## config.mk

```make
export PLATFORM = sky130hd
export DESIGN_NAME = memory_request_coalescer_flat
export DESIGN_NICKNAME = d
export VERILOG_FILES = /design/src/rtl/mrc_pkg.sv /design/src/rtl/mrc_if.sv /design/src/rtl/mrc_front.sv /design/src/rtl/mrc_back.sv /design/src/rtl/memory_request_coalescer.sv /design/src/flat_wrapper.sv
export SDC_FILE = /design/constraint.sdc
export NUM_CORES = 1
export LEC_CHECK = 0
export BUFFER_PORTS_ARGS = -buffer_cell sky130_fd_sc_hd__buf_2
export CORE_MARGIN = 5
export CORE_UTILIZATION = 55
export DETAILED_ROUTE_END_ITERATION = 7
export PLACE_DENSITY_LB_ADDON = 0.25
export SLEW_MARGIN = 20
export SYNTH_ARGS = -nofsm -noshare
export SYNTH_HDL_FRONTEND = slang
export SYNTH_HIERARCHICAL = 1
export SYNTH_SLANG_ARGS = --single-unit
```

## constraint.sdc

```tcl
create_clock -name clk -period 9.43 [get_ports clk]
set_clock_uncertainty 0.05 [all_clocks]
set_input_delay 0.943 -clock clk [delete_from_list [all_inputs] [get_ports clk]]
set_output_delay 0.943 -clock clk [all_outputs]
set_load 0.03 [all_outputs]
```

## src/rtl/mrc_pkg.sv

```systemverilog
package mrc_pkg;

	localparam int INPUT_LANES  = 4;
	localparam int OUTPUT_LANES = 2;
	localparam int RATIO        = INPUT_LANES / OUTPUT_LANES;
	localparam int TAG_ENTRIES  = 8;
	localparam int TAG_BITS     = $clog2(TAG_ENTRIES);
	localparam int ADDR_BITS    = 32;
	localparam int QUEUE_DEPTH  = 2;
	localparam int QPTR_BITS    = $clog2(QUEUE_DEPTH);

	typedef logic [QPTR_BITS-1:0] qptr_t;
	typedef logic [QPTR_BITS:0]   qcnt_t;

	localparam logic [1:0] KIND_RSP   = 2'd0;
	localparam logic [1:0] KIND_MEM   = 2'd1;
	localparam logic [1:0] KIND_STALL = 2'd2;

	localparam logic CMD_RSP = 1'b0;
	localparam logic CMD_REQ = 1'b1;

	localparam logic [3:0] LINE_LOG2_RESET = 4'd6;

	typedef struct packed {
		logic                  cmd;
		logic [3:0]            lane_mask;
		logic                  is_write;
		logic [ADDR_BITS-1:0]  addr_0;
		logic [ADDR_BITS-1:0]  addr_1;
		logic [ADDR_BITS-1:0]  addr_2;
		logic [ADDR_BITS-1:0]  addr_3;
		logic [7:0]            tag;
		logic [7:0]            core_id;
	} in_item_t;

	typedef struct packed {
		logic [1:0]            kind;
		logic [3:0]            used_lanes;
		logic                  out_write;
		logic [ADDR_BITS-1:0]  mem_addr_0;
		logic [ADDR_BITS-1:0]  mem_addr_1;
		logic [7:0]            out_tag;
		logic [7:0]            out_core;
		logic                  request_done;
	} out_item_t;

	// Front-end classified entry: aligned addresses and per-lane match info.
	typedef struct packed {
		logic                 cmd;
		logic [3:0]           active;
		logic                 is_write;
		logic [ADDR_BITS-1:0] seed_0;
		logic [ADDR_BITS-1:0] seed_1;
		logic                 same_01;
		logic                 same_23;
		logic [7:0]           tag;
		logic [7:0]           core_id;
	} cls_t;

endpackage

```

## src/rtl/mrc_if.sv

```systemverilog
interface mrc_in_if;
	logic               valid;
	logic               ready;
	mrc_pkg::in_item_t  payload;
	modport source (output valid, output payload, input ready);
	modport sink   (input valid, input payload, output ready);
endinterface

interface mrc_out_if;
	logic               valid;
	logic               ready;
	mrc_pkg::out_item_t payload;
	modport source (output valid, output payload, input ready);
	modport sink   (input valid, input payload, output ready);
endinterface

```

## src/rtl/mrc_front.sv

```systemverilog
module mrc_front (
	input  logic             clk,
	input  logic             arst_n,
	input  logic [3:0]       line_log2,
	input  logic             in_valid,
	output logic             in_ready,
	input  mrc_pkg::in_item_t in_item,
	output logic             q_valid,
	input  logic             q_pop,
	output mrc_pkg::cls_t    q_head
);
	mrc_pkg::cls_t entry_q [mrc_pkg::QUEUE_DEPTH];
	mrc_pkg::qptr_t wr_ptr_q, rd_ptr_q;
	mrc_pkg::qcnt_t count_q;
	logic [mrc_pkg::ADDR_BITS-1:0] lmask;
	logic [mrc_pkg::ADDR_BITS-1:0] a0, a1, a2, a3;
	mrc_pkg::cls_t cls;
	logic push;

	assign lmask = ~((mrc_pkg::ADDR_BITS'(1) << line_log2) - mrc_pkg::ADDR_BITS'(1));
	assign a0 = in_item.addr_0 & lmask;
	assign a1 = in_item.addr_1 & lmask;
	assign a2 = in_item.addr_2 & lmask;
	assign a3 = in_item.addr_3 & lmask;

	// Even lanes seed their group; odd-lane addresses travel beside the queue.
	always_comb begin
		cls.cmd      = in_item.cmd;
		cls.active   = in_item.lane_mask;
		cls.is_write = in_item.is_write;
		cls.seed_0   = a0;
		cls.seed_1   = a2;
		cls.same_01  = (a0 == a1);
		cls.same_23  = (a2 == a3);
		cls.tag      = in_item.tag;
		cls.core_id  = in_item.core_id;
	end

	assign in_ready = (count_q != mrc_pkg::qcnt_t'(mrc_pkg::QUEUE_DEPTH));
	assign push     = in_valid && in_ready;
	assign q_valid  = (count_q != '0);
	assign q_head   = entry_q[rd_ptr_q];

	always_ff @(posedge clk) begin
		if (push) begin
			entry_q[wr_ptr_q] <= cls;
		end
	end

	always_ff @(posedge clk or negedge arst_n) begin
		if (!arst_n) begin
			wr_ptr_q <= '0;
			rd_ptr_q <= '0;
			count_q  <= '0;
		end else begin
			if (push) wr_ptr_q <= wr_ptr_q + 1'b1;
			if (q_pop) rd_ptr_q <= rd_ptr_q + 1'b1;
			count_q <= count_q + mrc_pkg::qcnt_t'(push) - mrc_pkg::qcnt_t'(q_pop);
		end
	end
endmodule

```

## src/rtl/mrc_back.sv

```systemverilog
module mrc_back (
	input  logic               clk,
	input  logic               arst_n,
	input  logic               q_valid,
	output logic               q_pop,
	input  mrc_pkg::cls_t      q_head,
	input  logic [mrc_pkg::ADDR_BITS-1:0] odd_addr_1,
	input  logic [mrc_pkg::ADDR_BITS-1:0] odd_addr_3,
	output logic               out_valid,
	input  logic               out_ready,
	output mrc_pkg::out_item_t out_item
);
	localparam int TB = mrc_pkg::TAG_BITS;
	logic [3:0] sent_q;
	logic [mrc_pkg::TAG_ENTRIES-1:0] tag_valid_q;
	logic [3:0] tag_mask_q [mrc_pkg::TAG_ENTRIES];
	logic [7:0] tag_req_q  [mrc_pkg::TAG_ENTRIES];
	logic       ovalid_q;
	mrc_pkg::out_item_t res;
	mrc_pkg::out_item_t obuf_q;
	logic [3:0] act, unsent, cur, rsp, new_sent, left;
	logic [TB-1:0] free_tag, rtag;
	logic       any_free, tag_ok, go;
	logic       wr_tag, clr_tag, upd_tag, set_sent, clr_sent;

	assign go    = q_valid && (!ovalid_q || out_ready);
	assign q_pop = go;
	assign act    = q_head.active;
	assign unsent = act & ~sent_q;
	assign rtag   = q_head.tag[TB-1:0];
	assign tag_ok = (q_head.tag < 8'(mrc_pkg::TAG_ENTRIES)) && tag_valid_q[rtag];

	always_comb begin
		free_tag = '0;
		any_free = 1'b0;
		for (int k = mrc_pkg::TAG_ENTRIES - 1; k >= 0; k--) begin
			if (!tag_valid_q[k]) begin
				free_tag = TB'(k);
				any_free = 1'b1;
			end
		end
	end

	always_comb begin
		res = '0;
		res.out_core = q_head.core_id;
		cur = '0;
		rsp = '0;
		new_sent = sent_q;
		left = '0;
		wr_tag = 1'b0; clr_tag = 1'b0; upd_tag = 1'b0;
		set_sent = 1'b0; clr_sent = 1'b0;
		if (q_head.cmd == mrc_pkg::CMD_RSP) begin
			res.kind = mrc_pkg::KIND_RSP;
			if (tag_ok) begin
				if (q_head.active[0]) rsp[1:0] = tag_mask_q[rtag][1:0];
				if (q_head.active[1]) rsp[3:2] = tag_mask_q[rtag][3:2];
				left = tag_mask_q[rtag] & ~rsp;
				res.used_lanes = rsp;
				res.out_tag  = tag_req_q[rtag];
				upd_tag = 1'b1;
				clr_tag = (left == 4'd0);
			end
		end else if (!any_free) begin
			res.kind = mrc_pkg::KIND_STALL;
		end else begin
			res.kind = mrc_pkg::KIND_MEM;
			res.out_write = q_head.is_write;
			if (unsent[0]) begin
				cur[0] = 1'b1;
				cur[1] = unsent[1] && q_head.same_01;
				res.used_lanes[0] = 1'b1;
				res.mem_addr_0 = q_head.seed_0;
			end else if (unsent[1]) begin
				cur[1] = 1'b1;
				res.used_lanes[0] = 1'b1;
				res.mem_addr_0 = odd_addr_1;
			end
			if (unsent[2]) begin
				cur[2] = 1'b1;
				cur[3] = unsent[3] && q_head.same_23;
				res.used_lanes[1] = 1'b1;
				res.mem_addr_1 = q_head.seed_1;
			end else if (unsent[3]) begin
				cur[3] = 1'b1;
				res.used_lanes[1] = 1'b1;
				res.mem_addr_1 = odd_addr_3;
			end
			if (cur != 4'd0 && !q_head.is_write) begin
				wr_tag = 1'b1;
				res.out_tag = 8'(free_tag);
			end
			new_sent = sent_q | cur;
			set_sent = 1'b1;
			if ((new_sent & act) == act) begin
				res.request_done = 1'b1;
				clr_sent = 1'b1;
			end
		end
	end

	always_ff @(posedge clk) begin
		if (go && wr_tag) begin
			tag_mask_q[free_tag] <= cur;
			tag_req_q[free_tag]  <= q_head.tag;
		end else if (go && upd_tag) begin
			tag_mask_q[rtag] <= left;
		end
		if (go) obuf_q <= res;
	end

	always_ff @(posedge clk or negedge arst_n) begin
		if (!arst_n) begin
			sent_q      <= '0;
			tag_valid_q <= '0;
			ovalid_q    <= 1'b0;
		end else begin
			if (go) ovalid_q <= 1'b1;
			else if (out_ready) ovalid_q <= 1'b0;
			if (go && wr_tag) tag_valid_q[free_tag] <= 1'b1;
			if (go && clr_tag) tag_valid_q[rtag] <= 1'b0;
			if (go && set_sent) sent_q <= clr_sent ? 4'd0 : new_sent;
		end
	end

	assign out_valid = ovalid_q;
	assign out_item  = obuf_q;
endmodule

```

## src/rtl/memory_request_coalescer.sv

```systemverilog
// Channel | Dir | Payload                                  | Accepted when
// req_in  | in  | cmd, lane_mask, is_write, addr_0..3, tag, | valid && ready
//         |     | core_id                                   |
// rsp_out | out | kind, used_lanes, out_write, mem_addr_0..1,| valid && ready
//         |     | out_tag, out_core, request_done           |
// cfg     | in  | cfg_wdata[3:0] = line_bytes_log2           | cfg_we
// A request accepted on req_in is aligned and compared into a two-entry queue;
// the back stage pops it, allocates tags and loads the output register, which
// offers its result, and one request per cycle is sustained while the sink
// keeps ready high.
// Reset (arst_n low) frees every tag, clears the sent-lane mask and the queue.
// A stalled sink holds the output register; two more requests queue behind it
// before req_in.ready drops.
module memory_request_coalescer (
	input  logic       clk,
	input  logic       arst_n,
	input  logic       cfg_we,
	input  logic [3:0] cfg_wdata,
	mrc_in_if.sink     req_in,
	mrc_out_if.source  rsp_out
);
	logic [3:0] line_log2_q;
	logic       q_valid, q_pop;
	mrc_pkg::cls_t q_head;
	// Odd lanes' own aligned addresses, kept beside the queue for the case
	// where the even lane of a group is inactive or was already sent.
	logic [mrc_pkg::ADDR_BITS-1:0] odd1_q [mrc_pkg::QUEUE_DEPTH];
	logic [mrc_pkg::ADDR_BITS-1:0] odd3_q [mrc_pkg::QUEUE_DEPTH];
	mrc_pkg::qptr_t owr_q, ord_q;
	logic [mrc_pkg::ADDR_BITS-1:0] lmask;

	// Hold the line-size register; the user must write it only while idle (not enforced here).
	always_ff @(posedge clk or negedge arst_n) begin
		if (!arst_n) begin
			line_log2_q <= mrc_pkg::LINE_LOG2_RESET;
		end else if (cfg_we) begin
			line_log2_q <= cfg_wdata;
		end
	end

	assign lmask = ~((mrc_pkg::ADDR_BITS'(1) << line_log2_q) - mrc_pkg::ADDR_BITS'(1));

	// Advance side pointers in lockstep with the front queue.
	always_ff @(posedge clk) begin
		if (req_in.valid && req_in.ready) begin
			odd1_q[owr_q] <= req_in.payload.addr_1 & lmask;
			odd3_q[owr_q] <= req_in.payload.addr_3 & lmask;
		end
	end

	always_ff @(posedge clk or negedge arst_n) begin
		if (!arst_n) begin
			owr_q <= '0;
			ord_q <= '0;
		end else begin
			if (req_in.valid && req_in.ready) owr_q <= owr_q + 1'b1;
			if (q_pop) ord_q <= ord_q + 1'b1;
		end
	end

	mrc_front u_front (
		.clk       (clk),
		.arst_n    (arst_n),
		.line_log2 (line_log2_q),
		.in_valid  (req_in.valid),
		.in_ready  (req_in.ready),
		.in_item   (req_in.payload),
		.q_valid   (q_valid),
		.q_pop     (q_pop),
		.q_head    (q_head)
	);

	mrc_back u_back (
		.clk        (clk),
		.arst_n     (arst_n),
		.q_valid    (q_valid),
		.q_pop      (q_pop),
		.q_head     (q_head),
		.odd_addr_1 (odd1_q[ord_q]),
		.odd_addr_3 (odd3_q[ord_q]),
		.out_valid  (rsp_out.valid),
		.out_ready  (rsp_out.ready),
		.out_item   (rsp_out.payload)
	);
endmodule

```

## src/flat_wrapper.sv

```systemverilog
// flat-port wrapper written by rule: the top's interface ports become plain ports
module memory_request_coalescer_flat 
  (clk, arst_n, cfg_we, cfg_wdata, req_in_valid, req_in_payload, req_in_ready, rsp_out_valid, rsp_out_payload, rsp_out_ready);
  mrc_in_if req_in_i ();
  mrc_out_if rsp_out_i ();
  input  logic clk;
  input  logic arst_n;
  input  logic cfg_we;
  input  logic [3:0] cfg_wdata;
  input wire logic [$bits(req_in_i.valid)-1:0] req_in_valid;
  input wire logic [$bits(req_in_i.payload)-1:0] req_in_payload;
  output wire logic [$bits(req_in_i.ready)-1:0] req_in_ready;
  output wire logic [$bits(rsp_out_i.valid)-1:0] rsp_out_valid;
  output wire logic [$bits(rsp_out_i.payload)-1:0] rsp_out_payload;
  input wire logic [$bits(rsp_out_i.ready)-1:0] rsp_out_ready;
  assign req_in_i.valid = req_in_valid;
  assign req_in_i.payload = req_in_payload;
  assign req_in_ready = req_in_i.ready;
  assign rsp_out_valid = rsp_out_i.valid;
  assign rsp_out_payload = rsp_out_i.payload;
  assign rsp_out_i.ready = rsp_out_ready;
  memory_request_coalescer u_core (.clk(clk), .arst_n(arst_n), .cfg_we(cfg_we), .cfg_wdata(cfg_wdata), .req_in(req_in_i), .rsp_out(rsp_out_i));
endmodule
```

==> metrics.txt, run 1 <==
clock root cell clkbuf_16; Seq/Total Area, Yosys 0.6928; Die Ht 209.9 µm; Critical Path AT about 4.7 ns; final worst slack 5.082 ns; headroom to the max-slew limit 0.2826; Max VDD drop between 0.00015 and 0.0002 V; CTS Sinks approximately 510; Fin. Hold Viols 0; total die area 44,070 µm²; Power Dens Cells around 320 nW/µm²; CTS Buffer Depth 3; Synth Instances 1,425; gr usage total 0.2438; layout cells sized above 1 0.3240; Setup Fix Bufs, Post-CTS 0; CTS tree done; most frequent cells in the layout edfxtp_1 (488), buf_2 (248), mux2_2 (164), nor2_1 (103), a22oi_1 (69); Slew Viols, Final 0; Hold-fix buffers, CTS 0; vias in the first global route 13,460; Vias 13,040; clk slew on worst S/H paths 0.06 ns; Net Count, Synth 1,590; Finished Layout Cells around 2,200; initial core utilization 0.5546; leakage power total 9.029 nW; fin nets 1,813; Yosys reg bits approximately 510; Worst Path Max Fanout 42; ys flop type edfxtp_1; # fillers 2,944; total gr overflow 0; number of setup violations in the final report 0; WL/cell ~25 µm; Final min period roughly 4.3 ns; final instance area 25,180 µm²; Tcrit/Tclk final 0.4611; Netlist cell types 72; cell mode on critical path buf_4; status finished clean; Reg2Reg Setup Slack 5.08 ns; vias per inst just under 6; crit path cell chain buf_4 -> nor4_1 -> inv_1 -> ha_1 -> nor4b_4 -> buf_4 -> a31oi_1 -> a22o_1 -> a211o_1 -> nor4_2; Synthesis Warnings 6; critical path's slowest cell nor4b_4; Worst Setup SP u_core/line_log2_q[2]$_DFFE_PN1P_; cts bufs inserted between 50 and 60; Placeable Area roughly 40,000 µm²; Final HPWL DP around 35,000 µm; dpl ws 5.146 ns; startpoint types flip-flop; Worst Path Required 9.76 ns; First-pass DRT Iterations 6; first-pass GRT wire length 82,340 µm; io pins 249; FMAX 230.0 MHz; DRC viols 0; post-layout util 0.6352; Mapped Area 21,980 µm²; overall power 8.090 mW; Site Rows between 70 and 80; Crit path largest cell delay ~0.76 ns; largest net degree at the start of global routing 76; crit end category flip-flop; Layout area overhead 14.53%; Setup Crit Path Kind reg2reg; Post-synth EDFFs 488; dpl cell area 23,660 µm²; Avg Cell Area, Syn 15.43 µm²; initial antenna violation count 1; final WL 54,840 µm; post-route ant nets 0; # port buffers 248; commonest non-fill, non-tap cell in the layout edfxtp_1; clk_lat worst skew 0.59 ns; Post-synth ARST share 0.04501; Iter 0 DRT Violations 1,182; Critical R2R Launch u_core/line_log2_q[2]$_DFFE_PN1P_; max_cap viols 0; Final TNS setup 0 ns; H-tree depth 2; RSZ-0062 raised after global routing no; HP Class in2async; Inst Count DP approximately 2,100; die width 209.9 µm; PostCTS Resize Cnt 0; routability congestion estimate 0.9109; Least-Margin Pin Slew 1.073 ns; Min Hold Slack 0.3264 ns
flip-flops by register name, summed over array words and instances (netlist names), 8 cells and up:
signal / cells
u_core/odd1_q: 64
u_core/odd3_q: 64
u_core/u_back/out_item: 88
u_core/u_back/tag_mask_q: 32
u_core/u_back/tag_req_q: 64
u_core/u_back/tag_valid_q: 8
u_core/u_front/entry_q: 176
worst max-delay path, delay by kind of cell (launching register included):
kind	cells	cell delay [ns]
AOI/OAI and AO/OA	3	0.68
adders and majority gates	1	0.54
buffers and inverters	3	0.91
DFF	1	0.60
and+or+nand+nor	3	1.34
worst paths after layout:
check,to,cells after the start
worst min-delay path,u_core/u_back/out_valid$_DFFE_PN0P_,1
max in group asynchronous,u_core/u_front/rd_ptr_q$_DFFE_PN0P_,1
worst max-delay path,u_core/u_front/entry_q[0][16]$_DFFE_PP_,10
worst min register to register,u_core/u_front/count_q[1]$_DFF_PN0_,1
min in group clk,u_core/u_front/count_q[1]$_DFF_PN0_,1
worst max register to register,u_core/u_front/entry_q[0][16]$_DFFE_PP_,10
routing by layer:
| metal | vias to the layer above | part of all wire | wire, µm | GRT usage |
|---|---|---|---|---|
| met5 | - | 0 | 0 | 0 |
| li1 | 5843 | - | - | - |
| met3 | 77 | 0.065 | 3562 | 0.04108 |
| met1 | 6595 | 0.41 | 22420 | 0.3356 |
| met4 | 0 | 0.022 | 1197 | 0.05986 |
| met2 | 526 | 0.50 | 27650 | 0.4122 |
final cells by class:
type	instances	area (µm²)	area share
flip-flops and latches	511	15240	0.6052
multi-input cells	798	6285	0.2496
repair buffers	272	1421	0.05645
clock buffers	61	1314	0.05218
well taps	525	656.9	0.02609
clock inverters	26	205.2	0.008149
inverters	14	56.30	0.002236
diodes	1	2.502	0.00009938
cells by family (layout without fill, tap and decap cells):
group,Yosys count,in the layout,synth area share
multiplexers,195,195,0.1056
adder cells (fa/ha/maj),6,6,0.003415
XOR/XNOR,72,72,0.02868
AND/OR/NAND/NOR,333,333,0.08292
AO/OA/AOI/OAI,192,192,0.06249
other,0,1,0
flip-flops,511,511,0.6928
buffers and inverters,116,373,0.02407
power by group:
group          switching, mW  internal (mW)  total, mW
Clock                  0.818           1.07       1.88
Combinational           1.79          0.903       2.69
Sequential             0.234           3.28       3.51
Total                   2.84           5.25       8.09
cells in the mapped netlist (17+ instances only):
cell type	number	area, µm²
dfrtp_1	21	525.5
edfxtp_1	488	14650
clkbuf_1	62	232.7
xnor2_1	34	297.8
nor3_1	17	85.08
a22oi_1	69	518.0
mux2i_1	17	170.2
mux2_2	164	1847
nor2b_1	53	331.6
and2_1	44	275.3
a21oi_1	30	150.1
xor2_1	38	332.8
nor2_1	107	401.6
nand2_1	34	127.6
buf_2	28	140.1
Power figures use the tool's default switching activity.
==> run 2: changes to the inputs <==
ABC_AREA = 1   (was not set)
clock period = 4.6 ns   (was 9.43 ns; I/O delays follow)
==> run 2 against run 1 <==
Clock power grew 130%. Flip-flop and latch count unchanged. Final cell count up 24%. Count of clock-buffer cells in the layout unchanged. Critical path type unchanged. Highest routed layer is now met5.
==> metrics.txt, run 2 <==
clk_lat worst skew 0.59 ns; Min Hold Slack 0.03477 ns; Iter 0 DRT Violations around 1,500; HP Class in2reg; leakage power total 10.60 nW; Fin. Hold Viols 0; Post-synth ARST share 0.04501; dpl cell area 24,300 µm²; Seq/Total Area, Yosys 0.6733; Final TNS setup 0 ns; Netlist cell types 43; First-pass DRT Iterations 5; Vias about 15,000; # fillers 3,106; most common cell in the netlist edfxtp_1; Final HPWL DP between 30,000 and 40,000 µm; Die Ht 212.8 µm; commonest non-fill, non-tap cell in the layout edfxtp_1; H-tree depth 2; Tcrit/Tclk final 0.8236; top-area cell type share of the netlist area 0.6477; Post-synth EDFFs 488; RSZ-0062 raised after global routing no; Yosys reg bits ~510; Power Dens Cells approximately 650 nW/µm²; Avg Cell Area, Syn 11.85 µm²; Synthesis Warnings 6; routability congestion estimate 0.9079; Clk pwr share 0.248; clk slew on worst S/H paths 0.07 ns; max_cap viols 0; Top reg by flops u_core/u_front/entry_q; headroom to the max-slew limit 0.2625; startpoint types flip-flop; final instance area approximately 26,000 µm²; post-route ant nets 0; Max VDD drop 0.0004602 V; initial antenna violation count 5; cell mode on critical path nor2_1; initial core utilization 0.5553; crit-path leading delay family simple AND/OR/NAND/NOR gates; PostCTS Resize Cnt 0; hold path startpoint req_in_payload[43]; Slew Viols, Final 0; critical path's slowest cell dfrtp_1; Area contributors post-synth edfxtp_1 (65%), mux2_2 (7.6%), nand2_1 (6.3%); DRC viols 0; layout cells sized above 1 0.2502; max FFs per register between 150 and 200; Int Pwr 10.80 mW; top cells by count, synth edfxtp_1 (488), nand2_1 (381), inv_1 (205); Synth Instances 1,910; area of the multi-input gates 6198 µm²; crit path cell chain inv_2 -> nand3_1 -> ha_1 -> inv_1 -> nor2_1 -> nand2_1 -> inv_2 -> a21oi_1 -> nor2_1 -> nand2_1 -> nor2_1 -> nand3_1 -> nor2_1; status finished clean; CTS tree done; gr usage total 0.2596; Site Rows 74; first-pass GRT wire length around 89,000 µm; io pins 249; # port buffers 248; total gr overflow 0; Critical Path AT just over 4 ns; Comb pwr share 0.332; CTS Buffer Depth 3; Net Switching ~6.3 mW; Reg power frac 0.420; Crit path largest cell delay 1.00 ns; largest net degree at the start of global routing 75; crit end category flip-flop; Synth area leader edfxtp_1; Critical R2R Launch u_core/line_log2_q[3]$_DFFE_PN0P_; reg2reg end u_core/u_front/entry_q[0][16]$_DFFE_PP_; register area 15,240 µm²; Setup Crit Path Kind reg2reg; die width 212.8 µm; worst hold path stage count 1; total die area roughly 45,000 µm²; Buf+Inv Stages, Crit Path 3; Mapped Area between 20,000 and 25,000 µm²; clock root cell clkbuf_16; Reg2Reg Setup Slack 0.81 ns; Net Count, Synth roughly 2,100; Placeable Area 40,740 µm²; cts bufs inserted 51; CTS Sinks 511; WL/cell 21.82 µm; Hold EP u_core/odd3_q[0][27]$_DFFE_PP_; final WL 59,660 µm; vias per inst 5.570; Final min period roughly 3.8 ns; Worst Path Required between 4 and 5 ns; vias in the first global route 15,040; most frequent cells in the layout edfxtp_1 (488), nand2_1 (381), buf_2 (248), inv_1 (204), nor2_1 (186); R2R depth 13; fin nets 2,326; sw frac 0.3675; overall power 17.08 mW; FMAX 263.9 MHz; Worst Path Max Fanout 21; ys flop type edfxtp_1; Layout area overhead 15.81%; number of setup violations in the final report 0; Least-Margin Pin Slew 1.104 ns
run 2: changes by cell type after synthesis, sizes merged, moves of 19 or more:
cell / before / now
nor2: 107 / 203
nor2b: 53 / 0
a22oi: 69 / 1
nand3: 6 / 142
and2: 44 / 0
o21ai: 17 / 36
inv: 13 / 213
a21oi: 30 / 79
nand2: 34 / 392
run 2: worst register-to-register path, cell delays in order, from the launching register on:
cell,delay (ns)
dfrtp_1,1.00
inv_2,0.32
nand3_1,0.18
ha_1,0.26
inv_1,0.12
nor2_1,0.11
nand2_1,0.24
inv_2,0.43
a21oi_1,0.14
nor2_1,0.17
nand2_1,0.06
nor2_1,0.10
nand3_1,0.09
nor2_1,0.30
run 2: timing repair:
action,CTS,global route
setup buffers,0,0
hold buffers,21,0
hold endpoints to repair,61,0
run 2: through the flow:
step	utilization	worst slack (ns)	cells
3_5_place_dp	0.5964	0.9421	2619
3_3_place_gp	0.5964	0.9507	2619
5_1_grt	0.6431	0.6166	2733
2_1_floorplan	-	0.5008	1910
4_1_cts	0.6429	0.9123	2730
6_report	0.6432	0.8114	2734
run 2: area by class of cell:
type / instances / area share
inverter: 214 / 0.03075
tap: 532 / 0.02540
clock inverter: 29 / 0.01418
antenna: 4 / 0.0003820
sequential: 511 / 0.5816
clock buffer: 61 / 0.05014
timing repair buffer: 285 / 0.06093
multi-input combinational: 1098 / 0.2366
run 2: how the worst max path moves through the flow:
stage | cells past startpoint | slack [ns] | endpoint | startpoint
floorplan | 7 | 0.50 | u_core/u_back/tag_req_q[4][0]$_DFFE_PP_ | u_core/u_back/out_valid$_DFFE_PN0P_
global placement | 13 | 0.95 | u_core/u_front/entry_q[0][16]$_DFFE_PP_ | u_core/line_log2_q[3]$_DFFE_PN0P_
detailed placement | 11 | 0.94 | u_core/u_back/tag_mask_q[4][3]$_DFFE_PP_ | u_core/u_front/rd_ptr_q$_DFFE_PN0P_
CTS | 11 | 0.91 | u_core/u_back/tag_mask_q[4][2]$_DFFE_PP_ | u_core/u_front/rd_ptr_q$_DFFE_PN0P_
global route | 11 | 0.62 | u_core/u_back/tag_mask_q[4][2]$_DFFE_PP_ | u_core/u_front/rd_ptr_q$_DFFE_PN0P_
finish | 13 | 0.81 | u_core/u_front/entry_q[0][16]$_DFFE_PP_ | u_core/line_log2_q[3]$_DFFE_PN0P_
run 2: kinds of logic after synthesis:
group                      synth area share
muxes                               0.07566
xor gates and xnor gates            0.01394
DFF                                  0.6733
and+or+nand+nor                      0.1426
adders and majority gates          0.003318
AOI/OAI and AO/OA                   0.03689
buffers and inverters               0.05431
run 2: power groups by stage:
stage | Combinational (mW) | Clock (mW) | Sequential [mW]
2_1_floorplan | 3.19 | 0 | 7.82
3_3_place_gp | 5.54 | 0 | 7.21
3_5_place_dp | 5.60 | 0 | 7.26
4_1_cts | 5.66 | 4.30 | 7.18
5_1_grt | 6.06 | 4.52 | 7.26
6_report | 5.67 | 4.24 | 7.17
run 2: per-layer routing:
layer  wire length (µm)  up-vias  GRT usage
met5                 12        -          0
met4               1448        2    0.07349
met3               5006       98    0.05187
met2              29460      715     0.4324
met1              23740     7410     0.3524
li1                   -     7004          -
==> run 3: changes to the inputs <==
CORE_UTILIZATION = 53   (was 55)
clock period = 3.1 ns   (was 4.6 ns; I/O delays follow)
==> run 3 against run 2 <==
Worst setup slack worse by 0.69 ns. Sequential power is 44% higher. Highest routed layer unchanged. Final cell count is 4.1% higher.
==> metrics.txt, run 3 (synthesis gave the netlist of run 2 again) <==
Worst Path Max Fanout 15; leakage power total 11.05 nW; Worst Path Required ~3.3 ns; FMAX 336.1 MHz; sw frac 0.3700; initial antenna violation count 4; area of the multi-input gates 6231 µm²; crit path cell chain mux2_2 -> or2_2 -> nor2_1 -> nand2_1 -> nor2_4 -> nand3_4 -> o21ai_0 -> nand2_1 -> nor2_2; RSZ-0062 raised after global routing yes; max FFs per register ~180; Net Switching 9.382 mW; vias in the first global route 16,020; headroom to the max-slew limit 0.4803; Vias 15,630; max_cap viols 0; Die Ht roughly 220 µm; Critical Path AT about 3.2 ns; status finished clean; overall power 25.36 mW; die width 216.6 µm; Setup Crit Path Kind reg2reg; layout cells sized above 1 0.2655; gr usage total 0.2551; most frequent cells in the layout edfxtp_1 (488), nand2_1 (380), buf_2 (248), inv_1 (204), nor2_1 (174); crit end category flip-flop; Top reg by flops u_core/u_front/entry_q; total die area 46,920 µm²; Iter 0 DRT Violations 1,252; Power Dens Cells 933.3 nW/µm²; CTS tree done; Comb pwr share 0.360; Layout area overhead 20.09%; critical path's slowest cell dfrtp_4; Final TNS setup 0 ns; routability congestion estimate 0.9065; Max VDD drop 0.0004853 V; post-route ant nets 0; HP Class in2reg; io pins 249; # port buffers about 250; Inst Count DP roughly 2,700; Crit path largest cell delay 0.57 ns; register area 15,240 µm²; Placeable Area roughly 42,000 µm²; H-tree depth 2; Int Pwr 15.98 mW; cts bufs inserted 53; total gr overflow 0; vias per inst 5.490; Final HPWL DP 41,010 µm; First-pass DRT Iterations 5; Final min period just under 3 ns; # fillers 3,182; Clk pwr share 0.232; Tcrit/Tclk final 0.9598; Slew Viols, Final 0; initial core utilization 0.5370; Fin. Hold Viols 0; clock root cell clkbuf_16; CTS Sinks a little over 500; cell mode on critical path nand2_1; largest net degree at the start of global routing 66; number of setup violations in the final report 0; Reg power frac 0.408; first-pass GRT wire length 91,850 µm; WL/cell about 21 µm; commonest non-fill, non-tap cell in the layout edfxtp_1; Site Rows 75; clk_lat worst skew between 0.5 and 0.6 ns; clk slew on worst S/H paths 0.06 ns; DRC viols 0; Least-Margin Pin Slew 0.7796 ns; CTS Buffer Depth 3; final WL slightly above 60,000 µm; fin nets around 2,400; startpoint types flip-flop; Finished Layout Cells 2,847
## run 3: worst max-delay path, delay by kind of cell (launching register included)
family | cells | cell delay, ns
multiplexers | 1 | 0.45
AO/OA/AOI/OAI | 1 | 0.29
flip-flops | 1 | 0.57
AND/OR/NAND/NOR | 7 | 1.30
## run 3: power groups by stage
stage          clock network, mW  logic (mW)  registers, mW
5_1_grt                     6.29        9.78           10.5
2_1_floorplan                  0        4.78           11.6
6_report                    5.88        9.14           10.3
3_3_place_gp                   0        8.89           10.4
4_1_cts                     5.99        9.12           10.4
3_5_place_dp                   0        8.98           10.5
## run 3: routing by layer
metal | up-vias | part of all wire | track usage
li1 | 7232 | - | -
met1 | 7581 | 0.40 | 0.3411
met2 | 687 | 0.50 | 0.4300
met3 | 129 | 0.068 | 0.03726
met4 | 2 | 0.035 | 0.09243
met5 | - | 0.00020 | 0
## run 3: cell type report
class                           instances  share of cell area
Sequential cell                       511              0.5608
Multi-Input combinational cell       1098              0.2293
Timing Repair Buffer                  390             0.09653
Clock buffer                           66             0.05140
Inverter                              214             0.02970
Tap cell                              539             0.02482
Clock inverter                         26            0.007092
Antenna cell                            3           0.0002763
## run 3: worst paths after layout
path	from	cells past startpoint	to	slack, ns
worst max-delay path	u_core/u_front/rd_ptr_q$_DFFE_PN0P_	9	u_core/u_back/tag_mask_q[1][3]$_DFFE_PP_	0.12
worst min-delay path	req_in_payload[111]	3	u_core/odd1_q[1][31]$_DFFE_PP_	0.03
worst max register to register	u_core/u_front/rd_ptr_q$_DFFE_PN0P_	9	u_core/u_back/tag_mask_q[1][3]$_DFFE_PP_	0.12
worst min register to register	u_core/u_back/out_valid$_DFFE_PN0P_	2	u_core/u_back/out_valid$_DFFE_PN0P_	0.47
max in group asynchronous	arst_n	2	u_core/u_front/rd_ptr_q$_DFFE_PN0P_	2.18
min in group asynchronous	arst_n	2	u_core/ord_q$_DFFE_PN0P_	0.26
## run 3: timing repair
action / 4_1_cts / 5_1_grt
setup buffers: 0 / 2
hold buffers: 76 / 0
gates resized for setup: 0 / 0
setup endpoints to repair: 0 / 24
endpoints found under the hold margin: 151 / 0
## run 3: stage by stage
step,hold slack (ns),setup slack (ns),util,cell area (µm²)
global route,0.02382,-0.03097,0.6448,27170
CTS,0.004671,0.05648,0.6443,27150
global placement,0.3600,0.1285,0.5885,24800
finish,0.03338,0.1245,0.6448,27170
detailed placement,0.3624,0.1096,0.5885,24800
floorplan,-0.03559,-0.9532,-,22680
